File: config.mk
export PLATFORM = sky130hd
export DESIGN_NAME = button_gesture_classifier
export DESIGN_NICKNAME = d
export VERILOG_FILES = /design/src/hdl/bgc_pkg.sv /design/src/hdl/bgc_ram.sv /design/src/hdl/bgc_update.sv /design/src/hdl/button_gesture_classifier.sv
export SDC_FILE = /design/constraint.sdc
export NUM_CORES = 2
export LEC_CHECK = 0
export BUFFER_PORTS_ARGS = -buffer_cell sky130_fd_sc_hd__buf_2
export CELL_PAD_IN_SITES_DETAIL_PLACEMENT = 1
export CELL_PAD_IN_SITES_GLOBAL_PLACEMENT = 1
export CORE_MARGIN = 4
export CORE_UTILIZATION = 45
export CTS_CLUSTER_SIZE = 10
export DETAILED_ROUTE_END_ITERATION = 7
export MAX_ROUTING_LAYER = met4
export PLACE_DENSITY = 0.77
export SLEW_MARGIN = 10
export SYNTH_ARGS = -nofsm -noshare
export SYNTH_HDL_FRONTEND = slang
export SYNTH_SLANG_ARGS = --single-unit
File: constraint.sdc
create_clock -name clk -period 23.2 [get_ports clk]
set_input_delay 3.48 -clock clk [delete_from_list [all_inputs] [get_ports clk]]
set_output_delay 3.48 -clock clk [all_outputs]
set_load 0.02 [all_outputs]
File: src/hdl/bgc_pkg.sv
// ----------------------------------------------------------------------------
// Button gesture classifier package
// Shared constants, codes and record types for the gesture classifier.
// ----------------------------------------------------------------------------
package bgc_pkg;

  localparam int NUM_KEYS = 32;
  localparam int KEY_W    = 5;
  localparam int ADDR_W   = (NUM_KEYS > 1) ? $clog2(NUM_KEYS) : 1;

  localparam logic [31:0] HOLD_THR_RESET = 32'd500;
  localparam logic [31:0] REL_THR_RESET  = 32'd300;
  localparam logic [31:0] HOLD_MS_SAT    = 32'hFFFF_FFFF;
  localparam logic [15:0] CLICKS_SAT     = 16'hFFFF;

  // Item opcodes.
  localparam logic OP_SCAN  = 1'b0;
  localparam logic OP_CLEAR = 1'b1;

  // Configuration register indexes.
  localparam logic [1:0] CFG_HOLD_THR = 2'd0;
  localparam logic [1:0] CFG_REL_THR  = 2'd1;

  // Per-key phase codes.
  localparam logic [2:0] PH_IDLE  = 3'd0;
  localparam logic [2:0] PH_FIRST = 3'd1;
  localparam logic [2:0] PH_AGAIN = 3'd2;
  localparam logic [2:0] PH_HELD  = 3'd3;
  localparam logic [2:0] PH_GAP   = 3'd4;

  // Reported gesture codes.
  localparam logic [2:0] G_NONE         = 3'd0;
  localparam logic [2:0] G_PENDING      = 3'd1;
  localparam logic [2:0] G_PRESSED      = 3'd2;
  localparam logic [2:0] G_PRESSED_DONE = 3'd3;
  localparam logic [2:0] G_HELD         = 3'd4;
  localparam logic [2:0] G_HELD_DONE    = 3'd5;

  // One key's table entry.
  typedef struct packed {
    logic [2:0]  phase;
    logic        lock;
    logic [15:0] clicks;
    logic [31:0] hold;
    logic [63:0] stamp;
    logic        active;
  } entry_t;

  localparam int ENTRY_W = $bits(entry_t);

  typedef struct packed {
    logic [31:0] hold_thr;
    logic [31:0] rel_thr;
  } thr_t;

  typedef struct packed {
    logic [2:0]  gesture;
    logic [15:0] clicks;
    logic [31:0] hold;
    logic        active_now;
    logic        active_prev;
  } res_t;

endpackage

File: src/hdl/bgc_ram.sv
// ----------------------------------------------------------------------------
// Generic single-port-write, single-port-read RAM
// One write and one registered read per cycle; no reset on the contents.
// ----------------------------------------------------------------------------
module bgc_ram #(
  parameter int WIDTH = 8,
  parameter int DEPTH = 32
) (
  input  logic                                     clk,
  input  logic                                     we,
  input  logic [((DEPTH > 1) ? $clog2(DEPTH) : 1)-1:0] waddr,
  input  logic [WIDTH-1:0]                         wdata,
  input  logic                                     re,
  input  logic [((DEPTH > 1) ? $clog2(DEPTH) : 1)-1:0] raddr,
  output logic [WIDTH-1:0]                         rdata
);

  logic [WIDTH-1:0] mem [DEPTH];

  always_ff @(posedge clk) begin
    if (we) begin
      mem[waddr] <= wdata;
    end
    if (re) begin
      rdata <= mem[raddr];
    end
  end

endmodule

File: src/hdl/bgc_update.sv
// ----------------------------------------------------------------------------
// Gesture classifier entry update
// Computes one key's next table entry and the reported result from the
// current entry, the scan flags, the timestamp and the thresholds.
// ----------------------------------------------------------------------------
module bgc_update (
  input  logic           opcode,
  input  logic           pressed_edge,
  input  logic           held_level,
  input  logic           released_edge,
  input  logic [63:0]    now_ms,
  input  bgc_pkg::thr_t  thr,
  input  bgc_pkg::entry_t cur,
  output bgc_pkg::entry_t nxt,
  output bgc_pkg::res_t  res
);

  logic        prs;
  logic        hld;
  logic        rel;
  logic [63:0] el;
  logic        el_hi;
  logic        over_hold;
  logic        over_rel;
  logic [32:0] acc;
  logic [31:0] el_sat;

  assign rel       = released_edge;
  assign prs       = pressed_edge & ~released_edge;
  assign hld       = held_level & ~pressed_edge & ~released_edge;
  assign el        = now_ms - cur.stamp;
  assign el_hi     = |el[63:32];
  assign over_hold = el_hi || (el[31:0] > thr.hold_thr);
  assign over_rel  = el_hi || (el[31:0] > thr.rel_thr);
  assign acc       = {1'b0, cur.hold} + {1'b0, el[31:0]};
  assign el_sat    = el_hi ? bgc_pkg::HOLD_MS_SAT : el[31:0];

  always_comb begin
    nxt = cur;
    res = '0;
    if (opcode == bgc_pkg::OP_CLEAR) begin
      nxt      = '0;
      nxt.lock = 1'b1;
    end else begin
      res.active_prev = cur.active;
      nxt.lock        = cur.lock & ~(rel | (~prs & ~hld));
      if (!nxt.lock) begin
        res.active_now = prs | hld;
        case (cur.phase)
          bgc_pkg::PH_FIRST: begin
            if (hld) begin
              if (over_hold) begin
                nxt.phase   = bgc_pkg::PH_HELD;
                nxt.clicks  = '0;
                nxt.hold    = el_sat;
                nxt.stamp   = now_ms;
                res.gesture = bgc_pkg::G_HELD;
              end else begin
                res.gesture = bgc_pkg::G_PENDING;
              end
              res.clicks = nxt.clicks;
              res.hold   = nxt.hold;
            end else if (rel) begin
              nxt.phase   = bgc_pkg::PH_GAP;
              nxt.clicks  = 16'd1;
              nxt.hold    = '0;
              nxt.stamp   = now_ms;
              res.gesture = bgc_pkg::G_PRESSED;
              res.clicks  = 16'd1;
            end else begin
              nxt.phase  = bgc_pkg::PH_IDLE;
              nxt.clicks = '0;
              nxt.hold   = '0;
              nxt.stamp  = '0;
            end
          end
          bgc_pkg::PH_GAP: begin
            if (rel || hld) begin
              nxt.phase  = bgc_pkg::PH_IDLE;
              nxt.clicks = '0;
              nxt.hold   = '0;
              nxt.stamp  = '0;
            end else if (prs) begin
              nxt.phase   = bgc_pkg::PH_AGAIN;
              nxt.hold    = '0;
              nxt.stamp   = now_ms;
              res.gesture = bgc_pkg::G_PENDING;
              res.clicks  = cur.clicks;
            end else if (over_rel) begin
              res.gesture = bgc_pkg::G_PRESSED_DONE;
              res.clicks  = cur.clicks;
              res.hold    = cur.hold;
              nxt.phase   = bgc_pkg::PH_IDLE;
              nxt.clicks  = '0;
              nxt.hold    = '0;
              nxt.stamp   = '0;
            end else begin
              res.gesture = bgc_pkg::G_PENDING;
              res.clicks  = cur.clicks;
              res.hold    = cur.hold;
            end
          end
          bgc_pkg::PH_HELD: begin
            if (hld) begin
              nxt.clicks  = '0;
              nxt.hold    = (el_hi || acc[32]) ? bgc_pkg::HOLD_MS_SAT : acc[31:0];
              nxt.stamp   = now_ms;
              res.gesture = bgc_pkg::G_HELD;
              res.hold    = nxt.hold;
            end else begin
              if (rel) begin
                res.gesture = bgc_pkg::G_HELD_DONE;
                res.clicks  = cur.clicks;
                res.hold    = cur.hold;
              end
              nxt.phase  = bgc_pkg::PH_IDLE;
              nxt.clicks = '0;
              nxt.hold   = '0;
              nxt.stamp  = '0;
            end
          end
          bgc_pkg::PH_AGAIN: begin
            if (hld) begin
              if (over_rel) begin
                res.gesture = bgc_pkg::G_PRESSED_DONE;
                nxt.phase   = bgc_pkg::PH_IDLE;
                nxt.clicks  = '0;
                nxt.hold    = '0;
                nxt.stamp   = '0;
              end else begin
                res.gesture = bgc_pkg::G_PENDING;
              end
              res.clicks = cur.clicks;
              res.hold   = cur.hold;
            end else if (rel) begin
              nxt.phase   = bgc_pkg::PH_GAP;
              nxt.clicks  = (cur.clicks != bgc_pkg::CLICKS_SAT) ? cur.clicks + 16'd1
                                                                : cur.clicks;
              nxt.hold    = '0;
              nxt.stamp   = now_ms;
              res.gesture = bgc_pkg::G_PRESSED;
              res.clicks  = nxt.clicks;
            end else begin
              nxt.phase  = bgc_pkg::PH_IDLE;
              nxt.clicks = '0;
              nxt.hold   = '0;
              nxt.stamp  = '0;
            end
          end
          default: begin
            // Idle, and any code that is never stored.
            if (prs) begin
              nxt.phase   = bgc_pkg::PH_FIRST;
              nxt.clicks  = '0;
              nxt.hold    = '0;
              nxt.stamp   = now_ms;
              res.gesture = bgc_pkg::G_PENDING;
            end else begin
              nxt.phase  = bgc_pkg::PH_IDLE;
              nxt.clicks = '0;
              nxt.hold   = '0;
              nxt.stamp  = '0;
            end
          end
        endcase
      end
      nxt.active = res.active_now;
    end
  end

endmodule

File: src/hdl/button_gesture_classifier.sv
// ----------------------------------------------------------------------------
// Button gesture classifier
// Per-key click, multi-click and long-hold detection over a table of keys.
// ----------------------------------------------------------------------------
// Usage:
//   An item is a transaction on the command channel: it is taken at a rising
//   edge where start is high and busy is low. A scan item updates one key's
//   gesture tracking; a clear item zeroes the key and locks it until the key
//   is seen released.
//   Every item produces exactly one result. The result is shown on the result
//   ports for one cycle with done high, after the item has been read and
//   updated, and is taken at the rising edge that ends that cycle.
//   The receiver cannot hold results off; it must take them when done is high.
//   Each item passes two steps: one to read the key's entry from the table
//   memory, one to update it and write it back. Busy is high in the update
//   step, so no new item is taken while one is updated. The last entry
//   written back is also kept in a register and takes precedence over the
//   memory when the same key comes up next.
//   The configuration channel (cfg_valid, cfg_ready, cfg_index, cfg_data)
//   sets the hold and release thresholds; it is always ready and should only
//   be used while the block is idle. Unknown indexes are ignored.
//   Reset clears the thresholds to 500 and 300 ms and marks every table entry
//   as unwritten, so each key reads as idle right away with no clearing pass.
// ----------------------------------------------------------------------------
module button_gesture_classifier (
  input  logic        clk,
  input  logic        rst,
  // Command channel
  input  logic        start,
  output logic        busy,
  input  logic        opcode,
  input  logic [4:0]  key_index,
  input  logic        pressed_edge,
  input  logic        held_level,
  input  logic        released_edge,
  input  logic [63:0] now_ms,
  // Configuration channel
  input  logic        cfg_valid,
  output logic        cfg_ready,
  input  logic [1:0]  cfg_index,
  input  logic [31:0] cfg_data,
  // Result channel
  output logic        done,
  output logic [4:0]  key_echo,
  output logic [2:0]  gesture,
  output logic [15:0] clicks,
  output logic [31:0] hold_time_ms,
  output logic        active_now,
  output logic        active_prev
);

  // Item that is being updated in the update step.
  logic        stage;
  logic        s_op;
  logic [4:0]  s_key;
  logic        s_prs;
  logic        s_hld;
  logic        s_rel;
  logic [63:0] s_now;

  logic                              accept;
  logic                              s_in_range;
  logic [bgc_pkg::ADDR_W-1:0]        s_addr;
  logic [bgc_pkg::ADDR_W-1:0]        rd_addr;
  logic [bgc_pkg::NUM_KEYS-1:0]      written;
  logic [bgc_pkg::ENTRY_W-1:0]       ram_rdata;
  bgc_pkg::entry_t                   cur;
  bgc_pkg::entry_t                   nxt;
  bgc_pkg::res_t                     res;
  bgc_pkg::thr_t                     thr;
  logic                              we;

  // The entry last written back, kept for forwarding.
  logic                              fwd_valid;
  logic [bgc_pkg::ADDR_W-1:0]        fwd_addr;
  bgc_pkg::entry_t                   fwd_data;

  assign accept     = start && !busy;
  assign busy       = stage;
  assign cfg_ready  = 1'b1;
  assign rd_addr    = bgc_pkg::ADDR_W'(key_index);
  assign s_addr     = bgc_pkg::ADDR_W'(s_key);
  assign s_in_range = 32'(s_key) < bgc_pkg::NUM_KEYS;
  assign we         = stage && s_in_range;

  // Configuration registers.
  always_ff @(posedge clk) begin
    if (rst) begin
      thr.hold_thr <= bgc_pkg::HOLD_THR_RESET;
      thr.rel_thr  <= bgc_pkg::REL_THR_RESET;
    end else if (cfg_valid && cfg_ready) begin
      case (cfg_index)
        bgc_pkg::CFG_HOLD_THR: thr.hold_thr <= cfg_data;
        bgc_pkg::CFG_REL_THR:  thr.rel_thr  <= cfg_data;
        default: begin
        end
      endcase
    end
  end

  bgc_ram #(
    .WIDTH (bgc_pkg::ENTRY_W),
    .DEPTH (bgc_pkg::NUM_KEYS)
  ) u_table (
    .clk   (clk),
    .we    (we),
    .waddr (s_addr),
    .wdata (nxt),
    .re    (accept),
    .raddr (rd_addr),
    .rdata (ram_rdata)
  );

  // The entry under update: forwarded write-back first, then the memory,
  // and an entry never written since reset reads as all zero.
  always_comb begin
    if (fwd_valid && (fwd_addr == s_addr)) begin
      cur = fwd_data;
    end else if (written[s_addr]) begin
      cur = bgc_pkg::entry_t'(ram_rdata);
    end else begin
      cur = '0;
    end
  end

  bgc_update u_update (
    .opcode        (s_op),
    .pressed_edge  (s_prs),
    .held_level    (s_hld),
    .released_edge (s_rel),
    .now_ms        (s_now),
    .thr           (thr),
    .cur           (cur),
    .nxt           (nxt),
    .res           (res)
  );

  // Control state.
  always_ff @(posedge clk) begin
    if (rst) begin
      stage     <= 1'b0;
      done      <= 1'b0;
      written   <= '0;
      fwd_valid <= 1'b0;
    end else begin
      stage <= accept;
      done  <= stage;
      if (we) begin
        written[s_addr] <= 1'b1;
        fwd_valid       <= 1'b1;
      end
    end
  end

  // Payload registers.
  always_ff @(posedge clk) begin
    if (accept) begin
      s_op  <= opcode;
      s_key <= key_index;
      s_prs <= pressed_edge;
      s_hld <= held_level;
      s_rel <= released_edge;
      s_now <= now_ms;
    end
    if (we) begin
      fwd_addr <= s_addr;
      fwd_data <= nxt;
    end
    if (stage) begin
      key_echo <= s_key;
      if (s_in_range) begin
        gesture      <= res.gesture;
        clicks       <= (res.gesture == bgc_pkg::G_NONE) ? 16'd0 : res.clicks;
        hold_time_ms <= (res.gesture == bgc_pkg::G_NONE) ? 32'd0 : res.hold;
        active_now   <= res.active_now;
        active_prev  <= res.active_prev;
      end else begin
        gesture      <= bgc_pkg::G_NONE;
        clicks       <= '0;
        hold_time_ms <= '0;
        active_now   <= 1'b0;
        active_prev  <= 1'b0;
      end
    end
  end

  // A result only follows the update cycle of an accepted item.
  a_done_after_busy: assert property (@(posedge clk) disable iff (rst)
    done |-> $past(busy))
    else $error("result strobe without a preceding update cycle");

  // Busy always drops again after the update cycle.
  a_busy_one_cycle: assert property (@(posedge clk) disable iff (rst)
    busy |=> !busy)
    else $error("busy held for more than one cycle");

  // A result with no gesture carries no counts.
  a_none_zero: assert property (@(posedge clk) disable iff (rst)
    (done && (gesture == bgc_pkg::G_NONE)) |-> (clicks == 16'd0 && hold_time_ms == 32'd0))
    else $error("not-pressed result carries counts");

endmodule
==> flow_summary.json <==
{
  "totalWireLength_um": 555200,
  "tns_ns": 0,
  "grt_pass1_vias": 101077,
  "clock_power_share_pct": 41.6,
  "grt_max_degree": 133,
  "seq_power_share_pct": 53.2,
  "reg2regPathDepth": 30,
  "io_pins": 172,
  "cp.arrival_ns": 11.93,
  "comb_power_share_pct": 5.1,
  "synthDistinctLibCells": 98,
  "clkSinkCount": 4208,
  "routed_via_density": 6.794,
  "postCtsHoldBufs": 0,
  "finalWorstSetupSlack_ns": 11.92,
  "wl_met2_um": 260900,
  "avgRoutedWirePerCell_um": 38.44,
  "relSlewSlack_pct": 13.56,
  "layout-drive-gt1-share_pct": 25.58,
  "cpPeakStageDelay_ns": 1.04,
  "num-nets-final": 9532,
  "dr.first_iter.drc_count": 15461,
  "synth_flop_cell": "edfxtp_1",
  "clock.fmax_mhz": 88.64,
  "die_w_um": 626.4,
  "r2r-start": "s_addr[0]",
  "worst_slew_pin_slew_ns": 1.297,
  "worst_path_max_delay_cell": "a21oi_2",
  "slew_viol_final": 0,
  "path_depth": 30,
  "critPathTopFamily": "compound AO/OA/AOI/OAI gates",
  "postSynthCellCount": 8892,
  "synth_area_per_cell_um2": 19.36,
  "cellPowerDensity_nw_per_um2": 81.21,
  "endpoint": "u_table.mem[21][8]",
  "required_ns": 23.85,
  "yosysWarnings": 0,
  "min_period_ns": 11.28,
  "crit_start": "s_addr[0]",
  "gp_congestion": 0.9583,
  "finClkSkew_ns": 0.1115,
  "clock_latency_ns": 1.04,
  "synth_seq_cells": 4208,
  "crit_type": "flip-flop to flip-flop",
  "vias": 98124,
  "port_buffers": 170,
  "route.detailed.drc": 0,
  "peakVddDrop_v": 0.00007382,
  "postCtsResizedCells": 0,
  "numCtsBuffers": 469,
  "crit_top_cell": "a21oi_1",
  "top_layer": "met4",
  "start_util_pct": 45.29,
  "syn_area_um2": 172100,
  "first_pass_iters": 7,
  "hold_class": "flip-flop to flip-flop",
  "clk_pin_slew_ns": 0.06,
  "synthArstFlopShare_pct": 0,
  "coreArea_um2": 380000,
  "crit_buf_inv": 3,
  "hold_violations": 0,
  "endpoint_kind": "flip-flop",
  "routedLengthMet1_um": 197700,
  "rsz0062_at_grt": "no",
  "area_growth_pct": 12.52,
  "drv_cap": 0,
  "r2r_end": "u_table.mem[21][8]",
  "swShare_pct": 21.80,
  "final_antenna_net_count": 0,
  "synth_nets": 9165,
  "cts_setup_buffers": 0,
  "critPathLaunchType": "flip-flop",
  "clockRootBuffer": "clkbuf_16",
  "synth-seq-area-share_pct": 72.84,
  "htreeDepth": 5,
  "r2r_setup_slack_ns": 11.92,
  "grt_pass1_wl_um": 780100,
  "pre_cts_slack_ns": 12.19,
  "met3WireLength_um": 67200,
  "die_area_um2": 392400,
  "period_share_pct": 48.63,
  "critPathMaxFanout": 48,
  "die_h_um": 626.4,
  "rows": 226,
  "antenna_found_initial": 24,
  "p_leak_uw": 0.05559,
  "hold_depth": 2,
  "outcome": "finished, final reports clean",
  "setup_viol": 0,
  "cts_tree": "yes",
  "clk_path_buf_depth": 4,
  "p_switching_uw": 3428,
  "gr-usage-all-layers_pct": 28.84,
  "p_int_uw": 12300,
  "dp_hpwl_um": 303700,
  "synth_edf_count": 4109,
  "overflow": 0
}
-- layout make-up --
class	instances	area, µm²
Clock buffer	562	12130
Timing Repair Buffer	409	3007
Clock inverter	49	747.0
Inverter	186	698.2
Fill cell	34108	186400
Tap cell	5016	6276
Antenna cell	28	70.07
Multi-Input combinational cell	3985	45350
Sequential cell	4208	125400
-- stage by stage --
stage | cells | power (µW) | util (%) | cell area (µm²) | hold slack [ns]
floorplan | 8892 | 9032 | - | 172100 | 0.4244
global placement | 13801 | 9286 | 47.39 | 180100 | 0.4463
detailed placement | 13803 | 9310 | 47.40 | 180100 | 0.4527
CTS | 14414 | 15780 | 50.79 | 193000 | 0.4618
global route | 14436 | 16190 | 50.95 | 193600 | 0.4831
finish | 14443 | 15730 | 50.96 | 193700 | 0.4625
-- cell usage in the layout (no fill, tap or decap), types with 90 or more instances in the layout --
cell / synthesis / routed
buf_2: 42 / 164
nand2_1: 614 / 613
edfxtp_1: 4109 / 4109
inv_1: 185 / 185
o21ai_0: 233 / 232
nor2_1: 219 / 185
ha_1: 160 / 160
nand3_1: 138 / 137
clkbuf_16: 0 / 470
a21oi_1: 395 / 338
mux2_2: 121 / 121
mux4_2: 1178 / 1178
buf_4: 2 / 215
clkbuf_1: 365 / 90
dfxtp_1: 99 / 98
a311oi_1: 127 / 127
-- metal layers --
metal / vias to the layer above / track usage (%)
li1: 37330 / -
met1: 51760 / 37.21
met2: 7555 / 43.71
met3: 1479 / 6.904
met4: 0 / 13.11
met5: - / -
-- worst register-to-register path: cells and delay by family, from the launching register on --
kind                       cells  cell delay [ns]
DFF                            1             0.81
xor gates and xnor gates       2             0.59
AOI/OAI and AO/OA             14             4.66
buffers and inverters          3             1.52
and+or+nand+nor                9             2.59
adders and majority gates      2             0.74
-- cells by family (layout without fill, tap and decap cells) --
| family | after synthesis | count (layout) | synth area share [%] |
|---|---|---|---|
| other | 1 | 29 | 0.002179 |
| and+or+nand+nor | 1218 | 1218 | 3.159 |
| muxes | 1332 | 1332 | 16.40 |
| buffers and inverters | 699 | 1206 | 1.570 |
| AOI/OAI and AO/OA | 1188 | 1188 | 4.412 |
| DFF | 4208 | 4208 | 72.84 |
| adders and majority gates | 162 | 162 | 1.186 |
| xor gates and xnor gates | 84 | 84 | 0.4275 |
-- how the worst min path moves through the flow --
| stage | start | endpoint | slack [ns] |
|---|---|---|---|
| global route | thr[16] | thr[16] | 0.48 |
| finish | thr[63] | thr[63] | 0.46 |
| floorplan | s_addr[2] | fwd_addr[2] | 0.42 |
| CTS | thr[63] | thr[63] | 0.46 |
| detailed placement | thr[43] | thr[43] | 0.45 |
| global placement | written[18] | written[18] | 0.45 |
-- sequential cells by signal (all words and copies together), names as in the netlist, 3 cells and up --
| register | flops |
|---|---|
| fwd_addr | 5 |
| gesture | 3 |
| s_now | 64 |
| fwd_data | 117 |
| s_addr | 5 |
| u_table.mem | 3744 |
| thr | 64 |
| clicks | 16 |
| written | 32 |
| u_table.rdata | 117 |
| hold_time_ms | 32 |
-- cells in the mapped netlist (7+ instances only) --
master    count  area, µm²
edfxtp_1   4109     123400
mux4_2     1178      26530
nand2_1     614       2305
a21oi_1     395       1977
clkbuf_1    365       1370
o21ai_0     233       1166
nor2_1      219      822.0
inv_1       185      694.4
ha_1        160       2002
nand3_1     138      690.7
a311oi_1    127       1112
mux2_2      121       1363
buf_1       100      375.4
dfxtp_1      99       1982
a22oi_1      77      578.1
nand4_1      76      475.5
a21o_1       58      435.4
xnor2_1      51      446.7
o22ai_1      45      281.5
buf_2        42      210.2
a31oi_1      41      256.5
mux2i_1      33      330.3
xor2_1       33      289.0
nor3_1       29      145.1
o21a_1       29      217.7
nor2b_1      26      162.7
and3_1       25      156.4
o21bai_1     22      165.2
a211o_1      17      148.9
nand2b_1     17      106.4
o211ai_1     17      127.6
and2_1       15      93.84
o21ai_1      15      75.07
a211oi_1     11      82.58
a221oi_1      9      78.83
and4_1        7      61.31
nor3b_1       7      52.55
o221ai_1      7      61.31
o31ai_1       7      52.55
or2_2         7      43.79
-- power groups by stage --
stage | clock network, µW | registers (µW) | logic, µW
global placement | 0 | 8520 | 769
detailed placement | 0 | 8520 | 787
global route | 6970 | 8370 | 847
CTS | 6620 | 8370 | 794
floorplan | 0 | 8510 | 521
finish | 6550 | 8370 | 805
Power figures use the tool's default switching activity.
